`config.mk`:
```
export PLATFORM = sky130hd
export DESIGN_NAME = log_frame_scan_validator
export DESIGN_NICKNAME = d
export VERILOG_FILES = /design/src/hw/rtl/lfsv_pkg.sv /design/src/hw/rtl/lfsv_rsp_fifo.sv /design/src/hw/rtl/log_frame_scan_validator.sv
export SDC_FILE = /design/constraint.sdc
export NUM_CORES = 2
export LEC_CHECK = 0
export CAP_MARGIN = 10
export CORE_MARGIN = 2
export CORE_UTILIZATION = 55
export DETAILED_ROUTE_END_ITERATION = 8
export DONT_BUFFER_PORTS = 1
export MAX_ROUTING_LAYER = met4
export PLACE_DENSITY_LB_ADDON = 0.12
export SLEW_MARGIN = 10
export SYNTH_ARGS = -nofsm -noshare
export SYNTH_HDL_FRONTEND = slang
export SYNTH_SLANG_ARGS = --single-unit
```
`constraint.sdc`:
```
create_clock -name clock -period 11.69 [get_ports clock]
set_input_delay 0.5845 -clock clock [delete_from_list [all_inputs] [get_ports clock]]
set_output_delay 0.5845 -clock clock [all_outputs]
set_load 0.005 [all_outputs]
```
`src/hw/rtl/lfsv_pkg.sv`:
```
package lfsv_pkg;

   localparam logic [31:0] CRC_POLY = 32'hEDB8_8320;
   localparam logic [31:0] CRC_ONES = 32'hFFFF_FFFF;

   localparam logic KIND_RECORD  = 1'b0;
   localparam logic KIND_SUMMARY = 1'b1;

   localparam logic [1:0] CAUSE_CLEAN   = 2'd0;
   localparam logic [1:0] CAUSE_PARTIAL = 2'd1;
   localparam logic [1:0] CAUSE_LENGTH  = 2'd2;
   localparam logic [1:0] CAUSE_CRC     = 2'd3;

   typedef struct packed {
      logic [7:0] data_byte;
      logic       byte_valid;
      logic       end_of_log;
   } req_type;

   typedef struct packed {
      logic        kind;
      logic [63:0] entry_index;
      logic [63:0] entry_term;
      logic [31:0] payload_length;
      logic [47:0] frame_offset;
      logic [47:0] valid_end_offset;
      logic [47:0] record_count;
      logic [1:0]  stop_cause;
      logic        last_of_run;
   } rsp_type;

   // write strobes into the result queue; second is only used with first
   typedef struct packed {
      logic first;
      logic second;
   } push_type;

   // reflected CRC-32, one byte, bit at a time
   function automatic logic [31:0] crc_byte(input logic [31:0] crc, input logic [7:0] data);
      logic [31:0] c;
      c = crc ^ {24'd0, data};
      for (int k = 0; k < 8; k++) begin
         c = c[0] ? (CRC_POLY ^ (c >> 1)) : (c >> 1);
      end
      return c;
   endfunction

endpackage

```
`src/hw/rtl/lfsv_rsp_fifo.sv`:
```
module lfsv_rsp_fifo
   import lfsv_pkg::*;
(
   input  logic     clock,
   input  logic     reset,
   input  push_type push,
   input  rsp_type  push_data0,
   input  rsp_type  push_data1,
   output logic     space_ok,
   output logic     rsp_valid,
   input  logic     rsp_ready,
   output rsp_type  rsp_data
);

   rsp_type    entry_ff [4];
   logic [1:0] wr_ptr_ff, wr_ptr_in;
   logic [1:0] rd_ptr_ff, rd_ptr_in;
   logic [2:0] count_ff, count_in;
   logic       pop;

   assign pop       = rsp_valid && rsp_ready;
   assign rsp_valid = (count_ff != 3'd0);
   assign rsp_data  = entry_ff[rd_ptr_ff];
   // room for two items, so an item that makes a record and a summary never blocks
   assign space_ok  = (count_ff <= 3'd2);

   always_comb begin
      wr_ptr_in = wr_ptr_ff + 2'(push.first) + 2'(push.second);
      rd_ptr_in = rd_ptr_ff + 2'(pop);
      count_in  = count_ff + 3'(push.first) + 3'(push.second) - 3'(pop);
   end

   always_ff @(posedge clock) begin
      if (reset) begin
         wr_ptr_ff <= '0;
         rd_ptr_ff <= '0;
         count_ff  <= '0;
      end else begin
         wr_ptr_ff <= wr_ptr_in;
         rd_ptr_ff <= rd_ptr_in;
         count_ff  <= count_in;
      end
   end

   always_ff @(posedge clock) begin
      if (push.first) begin
         entry_ff[wr_ptr_ff] <= push_data0;
      end
      if (push.second) begin
         entry_ff[wr_ptr_ff + 2'd1] <= push_data1;
      end
   end

`ifndef NO_ASSERTIONS
   a_count_bound : assert property (@(posedge clock) disable iff (reset)
      count_ff <= 3'd4)
      else $error("result queue count out of range");

   a_second_needs_first : assert property (@(posedge clock) disable iff (reset)
      push.second |-> push.first)
      else $error("second push without first");

   a_push_has_room : assert property (@(posedge clock) disable iff (reset)
      push.first |-> count_ff <= 3'd2)
      else $error("push into result queue without room");
`endif

endmodule

```
`src/hw/rtl/log_frame_scan_validator.sv`:
```
// Log frame scanner and validator.
// req_* carries one log byte per item (byte_valid 0 gives an end-only item);
// end_of_log marks the last item of a log. Each frame is a length, index,
// term, payload length, payload and CRC-32; every good frame yields a record
// item on rsp_*, and the end of the log yields one summary item with the
// truncate offset, the record count and the stop cause.
// Throughput: one req item per cycle while req_ready is high. The frame state
// and CRC are updated at the accepting edge, so results sit in a four-deep
// result queue in the next cycle. An item can cause two results; req_ready is low
// while the queue holds more than two items, so a stalled receiver fills the
// queue and then holds off the sender, and a steady ready receiver sees no gap.
// After the first bad frame, bytes are dropped until end_of_log; after the
// summary all scan state returns to its reset values for the next log.
// reset (synchronous, active high) clears the scan state and empties the queue.
module log_frame_scan_validator
   import lfsv_pkg::*;
#(
   parameter int OFFSET_WIDTH = 48,
   parameter int INDEX_BYTES  = 8,
   parameter int TERM_BYTES   = 8
) (
   input  logic    clock,
   input  logic    reset,
   input  logic    req_valid,
   output logic    req_ready,
   input  req_type req_data,
   output logic    rsp_valid,
   input  logic    rsp_ready,
   output rsp_type rsp_data
);

   localparam int IW       = INDEX_BYTES * 8;
   localparam int TW       = TERM_BYTES * 8;
   localparam int OW       = OFFSET_WIDTH;
   localparam int TERM_POS = 4 + INDEX_BYTES;
   localparam int PLEN_POS = TERM_POS + TERM_BYTES;
   localparam logic [32:0] HDR_LEN = 33'(INDEX_BYTES + TERM_BYTES + 8);

   logic [32:0]   bif_ff, bif_in;
   logic [31:0]   flen_ff, flen_in;
   logic [31:0]   plen_ff, plen_in;
   logic [31:0]   crc_ff, crc_in;
   logic [31:0]   scrc_ff, scrc_in;
   logic [IW-1:0] index_ff, index_in;
   logic [TW-1:0] term_ff, term_in;
   logic [OW-1:0] fstart_ff, fstart_in;
   logic [47:0]   count_ff, count_in;
   logic          stopped_ff, stopped_in;
   logic [1:0]    reason_ff, reason_in;

   logic          req_fire, take, at_end, crc_sel, judge, len_bad, crc_bad, rec;
   logic [32:0]   q, s;
   logic [31:0]   flen_new, plen_new, crc_new, scrc_new;
   logic [IW-1:0] index_new;
   logic [TW-1:0] term_new;
   logic [OW+1:0] fstart_sum;
   logic [1:0]    cause;
   logic          space_ok;
   push_type      push;
   rsp_type       rsp0, rsp1, rec_rsp, sum_rsp;

   assign req_ready = space_ok;
   assign req_fire  = req_valid && req_ready;
   assign take      = req_fire && req_data.byte_valid && !stopped_ff;
   assign at_end    = req_fire && req_data.end_of_log;

   always_comb begin
      q        = bif_ff + 33'd1;
      crc_sel  = (bif_ff < 33'd4) || (bif_ff < {1'b0, flen_ff});
      s        = bif_ff - {1'b0, flen_ff};
      flen_new  = flen_ff;
      plen_new  = plen_ff;
      index_new = index_ff;
      term_new  = term_ff;
      scrc_new  = scrc_ff;
      crc_new   = crc_ff;
      if (take) begin
         if (crc_sel) begin
            crc_new = crc_byte(crc_ff, req_data.data_byte);
         end else if (s < 33'd4) begin
            scrc_new[8*s[1:0] +: 8] = req_data.data_byte;
         end
         if (bif_ff < 33'd4) begin
            flen_new[8*bif_ff[1:0] +: 8] = req_data.data_byte;
         end
         for (int k = 0; k < INDEX_BYTES; k++) begin
            if (bif_ff == 33'(4 + k)) begin
               index_new[8*k +: 8] = req_data.data_byte;
            end
         end
         for (int k = 0; k < TERM_BYTES; k++) begin
            if (bif_ff == 33'(TERM_POS + k)) begin
               term_new[8*k +: 8] = req_data.data_byte;
            end
         end
         for (int k = 0; k < 4; k++) begin
            if (bif_ff == 33'(PLEN_POS + k)) begin
               plen_new[8*k +: 8] = req_data.data_byte;
            end
         end
      end

      // judge the frame once its last stored-checksum byte is in
      judge   = take && (q >= 33'd4) && (q == {1'b0, flen_new} + 33'd4);
      len_bad = ({1'b0, flen_new} < HDR_LEN) || ({1'b0, flen_new} != HDR_LEN + {1'b0, plen_new});
      crc_bad = (crc_new ^ CRC_ONES) != scrc_new;
      rec     = judge && !len_bad && !crc_bad;

      // frame size can exceed the offset range at the narrowest offset width
      fstart_sum = {2'b00, fstart_ff} + (OW+2)'({1'b0, flen_new} + 33'd4);
      fstart_in  = fstart_ff;
      count_in   = count_ff;
      if (rec) begin
         fstart_in = (|fstart_sum[OW+1:OW]) ? {OW{1'b1}} : fstart_sum[OW-1:0];
         count_in  = (count_ff == {48{1'b1}}) ? count_ff : count_ff + 48'd1;
      end

      stopped_in = stopped_ff;
      reason_in  = reason_ff;
      if (judge && len_bad) begin
         stopped_in = 1'b1;
         reason_in  = CAUSE_LENGTH;
      end else if (judge && crc_bad) begin
         stopped_in = 1'b1;
         reason_in  = CAUSE_CRC;
      end

      bif_in   = take ? q : bif_ff;
      flen_in  = flen_new;
      plen_in  = plen_new;
      index_in = index_new;
      term_in  = term_new;
      scrc_in  = scrc_new;
      crc_in   = crc_new;
      if (rec) begin
         bif_in = '0;
      end

      if (stopped_in) begin
         cause = reason_in;
      end else if (bif_in != 33'd0) begin
         cause = CAUSE_PARTIAL;
      end else begin
         cause = CAUSE_CLEAN;
      end

      rec_rsp.kind             = KIND_RECORD;
      rec_rsp.entry_index      = 64'(index_new);
      rec_rsp.entry_term       = 64'(term_new);
      rec_rsp.payload_length   = plen_new;
      rec_rsp.frame_offset     = 48'(fstart_ff);
      rec_rsp.valid_end_offset = 48'(fstart_in);
      rec_rsp.record_count     = count_in;
      rec_rsp.stop_cause       = CAUSE_CLEAN;
      rec_rsp.last_of_run      = !at_end;

      sum_rsp.kind             = KIND_SUMMARY;
      sum_rsp.entry_index      = '0;
      sum_rsp.entry_term       = '0;
      sum_rsp.payload_length   = '0;
      sum_rsp.frame_offset     = '0;
      sum_rsp.valid_end_offset = 48'(fstart_in);
      sum_rsp.record_count     = count_in;
      sum_rsp.stop_cause       = cause;
      sum_rsp.last_of_run      = 1'b1;

      push.first  = rec || at_end;
      push.second = rec && at_end;
      rsp0        = rec ? rec_rsp : sum_rsp;
      rsp1        = sum_rsp;

      // start a fresh frame after a record or at the end of the log
      if (rec || at_end) begin
         bif_in   = '0;
         flen_in  = '0;
         plen_in  = '0;
         index_in = '0;
         term_in  = '0;
         scrc_in  = '0;
         crc_in   = CRC_ONES;
      end
      if (at_end) begin
         fstart_in  = '0;
         count_in   = '0;
         stopped_in = 1'b0;
         reason_in  = CAUSE_CLEAN;
      end
   end

   always_ff @(posedge clock) begin
      if (reset) begin
         bif_ff     <= '0;
         flen_ff    <= '0;
         plen_ff    <= '0;
         crc_ff     <= CRC_ONES;
         scrc_ff    <= '0;
         index_ff   <= '0;
         term_ff    <= '0;
         fstart_ff  <= '0;
         count_ff   <= '0;
         stopped_ff <= 1'b0;
         reason_ff  <= CAUSE_CLEAN;
      end else begin
         bif_ff     <= bif_in;
         flen_ff    <= flen_in;
         plen_ff    <= plen_in;
         crc_ff     <= crc_in;
         scrc_ff    <= scrc_in;
         index_ff   <= index_in;
         term_ff    <= term_in;
         fstart_ff  <= fstart_in;
         count_ff   <= count_in;
         stopped_ff <= stopped_in;
         reason_ff  <= reason_in;
      end
   end

   lfsv_rsp_fifo u_rsp_fifo (
      .clock      (clock),
      .reset      (reset),
      .push       (push),
      .push_data0 (rsp0),
      .push_data1 (rsp1),
      .space_ok   (space_ok),
      .rsp_valid  (rsp_valid),
      .rsp_ready  (rsp_ready),
      .rsp_data   (rsp_data)
   );

`ifndef NO_ASSERTIONS
   a_summary_last : assert property (@(posedge clock) disable iff (reset)
      (rsp_valid && rsp_data.kind == KIND_SUMMARY) |-> rsp_data.last_of_run)
      else $error("summary item not marked last");

   a_pair_order : assert property (@(posedge clock) disable iff (reset)
      push.second |-> (rsp0.kind == KIND_RECORD && rsp1.kind == KIND_SUMMARY))
      else $error("record and summary pushed out of order");

   a_no_record_when_stopped : assert property (@(posedge clock) disable iff (reset)
      stopped_ff |-> !rec)
      else $error("record accepted after the scan stopped");
`endif

endmodule
```
# Yosys cells after proc, flatten, opt, wreduce, memory -nomap -nowiden
# Memories as Yosys holds them, arrays and structs flattened. A register that Yosys moved wholly into a read port is not among the register bits.
# Cells that the tools add are included.
# W data, S select, Z words.
# totals
memories	1
wordCells	157
ff_bits	395
ramBits	1232
# classes
n_reduce_logical	24
n_eq_ne	24
magnitude_cmp	6
mux	58
n_shift	4
add_sub_neg	16
bitwise_logic	10
# mem_list
memory	depth	width	rd	rd_clocked_by_memory_dff	write_ports	line_no	text
u_rsp_fifo.entry_ff	4	308	1	1	2	lfsv_rsp_fifo.sv:15	rsp_type entry_ff [4];
# ops
operator	n
$mux W32	16
$mux W308	1
$eq A33 B4 Y1 const B	8
$eq A33 B5 Y1 const B	8
$mux W48	4
$mux W8	20
$eq A33 B3 Y1 const B	4
$mux W64	2
$not A13 Y14	8
$neg A5 Y34	2
$shift A8 B34 Y32 const A	2
$shiftx A8 B34 Y32	2
$add A32 B3 Y33 const B	2
$lt A33 B3 Y1 const B	2
$mux W33	2
$bwmux W32	2
$add A48 B33 Y49	1
$add A48 B1 Y48 const B	1
$eq A48 B48 Y1 const B	1
$add A33 B1 Y33 const B	1
$add A5 B32 Y33 const A	1
$eq A33 B33 Y1	1
$ge A33 B3 Y1 const B	1
$lt A33 B32 Y1	1
other kinds (19)	49

# Logic depth before layout (Yosys ltp)
# depth
depth_word	28
ltp_mapped	30
mapped_depth_nobuf	27

# Hierarchy
# From an unflattened synthesis, not the netlist that was laid out.
# unflattened
hier_cells	7172
hier_area_um2	89410.8
# modules_own_cells
module	instances	area_each_um2	cells_each	seq_area_each_um2
lfsv_rsp_fifo	1	59408.2	3020	37135.6
log_frame_scan_validator	1	30002.5	4152	7767.4

# Least setup slack after synthesis
# Ideal clock, no wire load.
# synth_path
path_type	register to register
startpoint	register u_rsp_fifo.count_ff[1]
endpoint	memory u_rsp_fifo.entry_ff[3][10] (netlist bit), enable pin
period_less_slack_ps	8143
path_buffers	6
t_arrival_ps	7692
path_slack_ps	3547
stages_incl_launch_ff	27
cell_sequence	dfxtp_1 inv_1 ha_1 o211ai_4 clkbuf_1 or4_1 clkbuf_1 clkbuf_1 nand2_1 o21ai_0 ha_1 nand3_1 mux2i_1 nand4_1 or3_1 or3_1 o21a_1 o211a_1 or3_1 nor4_1 and4_1 buf_4 maj3_1 nand2_2 buf_2 clkbuf_1 inv_1
# synth_rtl
element	line_no	text
start: declaration	lfsv_rsp_fifo.sv:18	logic [2:0] count_ff, count_in;
start signal: assignment	lfsv_rsp_fifo.sv:41	count_ff <= count_in;
end: declaration	lfsv_rsp_fifo.sv:15	

==> out/qor.yml <==
clock_tree:
  post_cts.repair.setup_buffers: 0
  postCtsHoldBufs: 3
  cts_tree: "yes"
  cts_sinks: 1627
  worst_skew_late_latency_ns: 0.82
  cts_resized: 0
  numCtsBuffers: 168
  h-tree-depth: 4
  clockBufferDepth: 3
  cts.clk_slew.worst_paths_ns: 0.06
  cts.root.buffer_cell: "sky130_fd_sc_hd__clkbuf_16"
worst_setup_path:
  critPathArrivalTime_ns: 11.61
  crit_type: "reg -> reg"
  end_kind: "flop"
  startpoint_type: "flop"
  worst_ep_required_time_ns: 12.37
  cp_max_fo: 179
final_layout:
  flow.area_growth_from_synthesis_pct: 8.01
  fillerInstances: 11688
  layoutNonFillerInstCount: 9127
  final_util_pct: 59.7
  final_net_count: 7246
  post_route_cells_drive_above_1_share_pct: 11.2
die:
  floorplan.die.height_microns: 378
  design.die.area_sq_um: 143000
  floorplan.die.width_microns: 378
  io_pins: 324
  std_cell_rows: 137
  initial_core_util_pct: 55.3
  total_core_area_sq_um: 139000
drt:
  post-route-drc-count: 0
  wl_mm: 246
  routed_via_count: 59504
  dr_wl_cell_microns: 26.9
  detail_route.first_pass.iterations: 5
  dr_iter_0_viols: 6260
  antenna_violating_nets_post_route: 0
  detail_route.vias_per_cell: 6.52
sta:
  period_share_pct: 93.6
  setup_tns_ns: 0
  finalWorstPathRequiredPeriod_ns: 10.94
  worst_hold_slack_ns: 0.0580
  setup_viol_count_final: 0
  final.setup_skew_ns: 0.0452
  final_critical_path_setup_slack_ns: 0.753
  grt_setup_unrepaired: "no"
  max_freq_ghz: 0.0914
  final-hold-violation-count: 0
  maxSlewHeadroom_pct: 7.94
  drv_slew: 0
  worst_pin_slew_ns: 1.38
logic_synthesis:
  share_of_synthesized_flip_flops_with_an_asynchronous_set_or_reset_pct: 0
  post_synth.cell_area_avg_sq_um: 10.3
  yosys_warnings: 0
  post_synthesis_net_count: 7588
  synth_sequential_area_ratio_pct: 47.4
  most_used_dff_post_synth: "sky130_fd_sc_hd__dfxtp_1"
  postSynthCellCount: 7457
  syn-cell-area_sq_um: 76900
  synth_edf_count: 392
  synth.ff_latch_count: 1627
  synth.lib_cells_used.distinct: 113
outcome:
  status: "complete, no violations"
place:
  hpwlAfterDp_mm: 152
  post-place-cells: 8818
  gpl.final_weighted_congestion: 0.980
  pre_cts_slack_ns: 1.25
  io_buffer_count: 0
power:
  ir_drop_mv: 0.156
  powerDensity_nw_per_um2: 167
  static-leakage-power_nw: 28.6
global_routing:
  grt_pass1_wl_mm: 367
  gr-usage-all-layers_pct: 34.5
  grt_pass1_vias: 56729
  grt_max_degree: 180
  antenna_violations_before_repair: 7
  gr-total-overflow: 0
run:
  max-cap-violations: 0
worst_hold_path:
  hold_class: "in -> reg"
## stage by stage
| stage | power, mW | cell area, sq um |
|---|---|---|
| after floorplan | 7.97 | 76900 |
| after CTS | 13.9 | 83100 |
| after detailed placement | 8.67 | 77600 |
| after global routing | 14.4 | 83100 |
| final | 13.9 | 83100 |
| after global placement | 8.66 | 77600 |
## layer usage
metal	global-route usage, %	vias to the layer above	wire [microns]
met2	51.6	2440	111000
li1	-	26832	-
met4	10.9	0	7680
met1	46.5	29772	104000
met3	7.96	460	22600
met5	-	-	0
## report_power, final
group	internal [mW]	switching, mW
Sequential	5.85	0.128
Clock	3.04	2.30
Combinational	0.973	1.61
## path summary, 6_finish.rpt
path                                                  start  cells after the start  slack, ns                           to
worst max-delay path                              bif_ff[0]                     21       0.75  u_rsp_fifo.entry_ff[0][227]
worst min-delay path                            req_data[6]                      4       0.06                  scrc_ff[12]
worst max register to register                    bif_ff[0]                     21       0.75  u_rsp_fifo.entry_ff[0][227]
worst min register to register  u_rsp_fifo.entry_ff[2][153]                      2       0.45  u_rsp_fifo.entry_ff[2][153]
## flip-flops by register name, indices dropped and copies added (netlist names), 2 cells and up
name                  flops
bif_ff                   33
count_ff                 48
crc_ff                   32
flen_ff                  32
fstart_ff                48
index_ff                 64
plen_ff                  32
reason_ff                 2
scrc_ff                  32
term_ff                  64
u_rsp_fifo.count_ff       3
u_rsp_fifo.entry_ff    1232
u_rsp_fifo.rd_ptr_ff      2
u_rsp_fifo.wr_ptr_ff      2
## final cells by class
class / instances / area, sq um / area share (%)
clock buffers: 247 / 4850 / 5.84
diodes: 4 / 10.0 / 0.0120
multi-input cells: 5076 / 37300 / 44.8
inverters: 125 / 479 / 0.577
repair buffers: 117 / 1050 / 1.26
flip-flops and latches: 1627 / 36500 / 43.9
well taps: 1876 / 2350 / 2.82
clock inverters: 55 / 586 / 0.705
## logic make-up after synthesis
kind of cell             Yosys count  synth area share (%)
AND/OR/NAND/NOR                 2442                  14.8
AO/OA/AOI/OAI                   1661                  15.8
flip-flops                      1627                  47.4
buffers and inverters            754                  4.36
multiplexers                     533                  12.0
XOR/XNOR                         322                  3.67
adder cells (fa/ha/maj)          118                  1.96
## layout by cell type (no fill, tap or decap), types with 195 or more instances in the layout
cell,instances
sky130_fd_sc_hd__o211ai_1,215
sky130_fd_sc_hd__mux2i_1,195
sky130_fd_sc_hd__nor2_1,987
sky130_fd_sc_hd__nand3_1,308
sky130_fd_sc_hd__edfxtp_1,392
sky130_fd_sc_hd__nand2_1,535
sky130_fd_sc_hd__mux4_2,308
sky130_fd_sc_hd__dfxtp_1,1232
sky130_fd_sc_hd__a21oi_1,409
sky130_fd_sc_hd__o2bb2ai_1,459
## critical path, cell delays in order, from the launching register on
cell and delay [ns]:
sky130_fd_sc_hd__dfxtp_1 0.50, sky130_fd_sc_hd__inv_1 0.33, sky130_fd_sc_hd__ha_1 0.83, sky130_fd_sc_hd__inv_1 0.23
sky130_fd_sc_hd__nor2_1 0.56, sky130_fd_sc_hd__nand2_1 0.17, sky130_fd_sc_hd__o21ai_0 0.68, sky130_fd_sc_hd__ha_1 0.40
sky130_fd_sc_hd__nand3_1 0.11, sky130_fd_sc_hd__mux2i_1 0.40, sky130_fd_sc_hd__nand4_1 0.23, sky130_fd_sc_hd__or4_1 0.58
sky130_fd_sc_hd__a2111oi_0 1.14, sky130_fd_sc_hd__nand4_1 0.19, sky130_fd_sc_hd__nor4_1 1.07, sky130_fd_sc_hd__and4_4 0.62
sky130_fd_sc_hd__buf_4 0.82, sky130_fd_sc_hd__o21ai_0 0.18, sky130_fd_sc_hd__a21boi_4 0.22, sky130_fd_sc_hd__buf_4 0.36
sky130_fd_sc_hd__buf_12 0.30, sky130_fd_sc_hd__o2bb2ai_1 0.36
## synth_stat cells (all sizes together) (112+ instances only)
master	instances	area share, %
edfxtp	392	15
a21oi	412	2.7
nand2	539	2.6
nor2	989	4.8
nand3	310	2.0
nor3	115	0.80
o2bb2ai	459	5.2
dfxtp	1235	32
xor2	135	1.5
o21ai	128	0.83
xnor2	187	2.1
clkbuf	294	1.4
mux4	308	9.0
mux2i	199	2.6
a22o	164	1.9
buf	335	2.3
o211ai	216	2.1
inv	123	0.60
ha	112	1.8
Power figures use the tool's default switching activity.
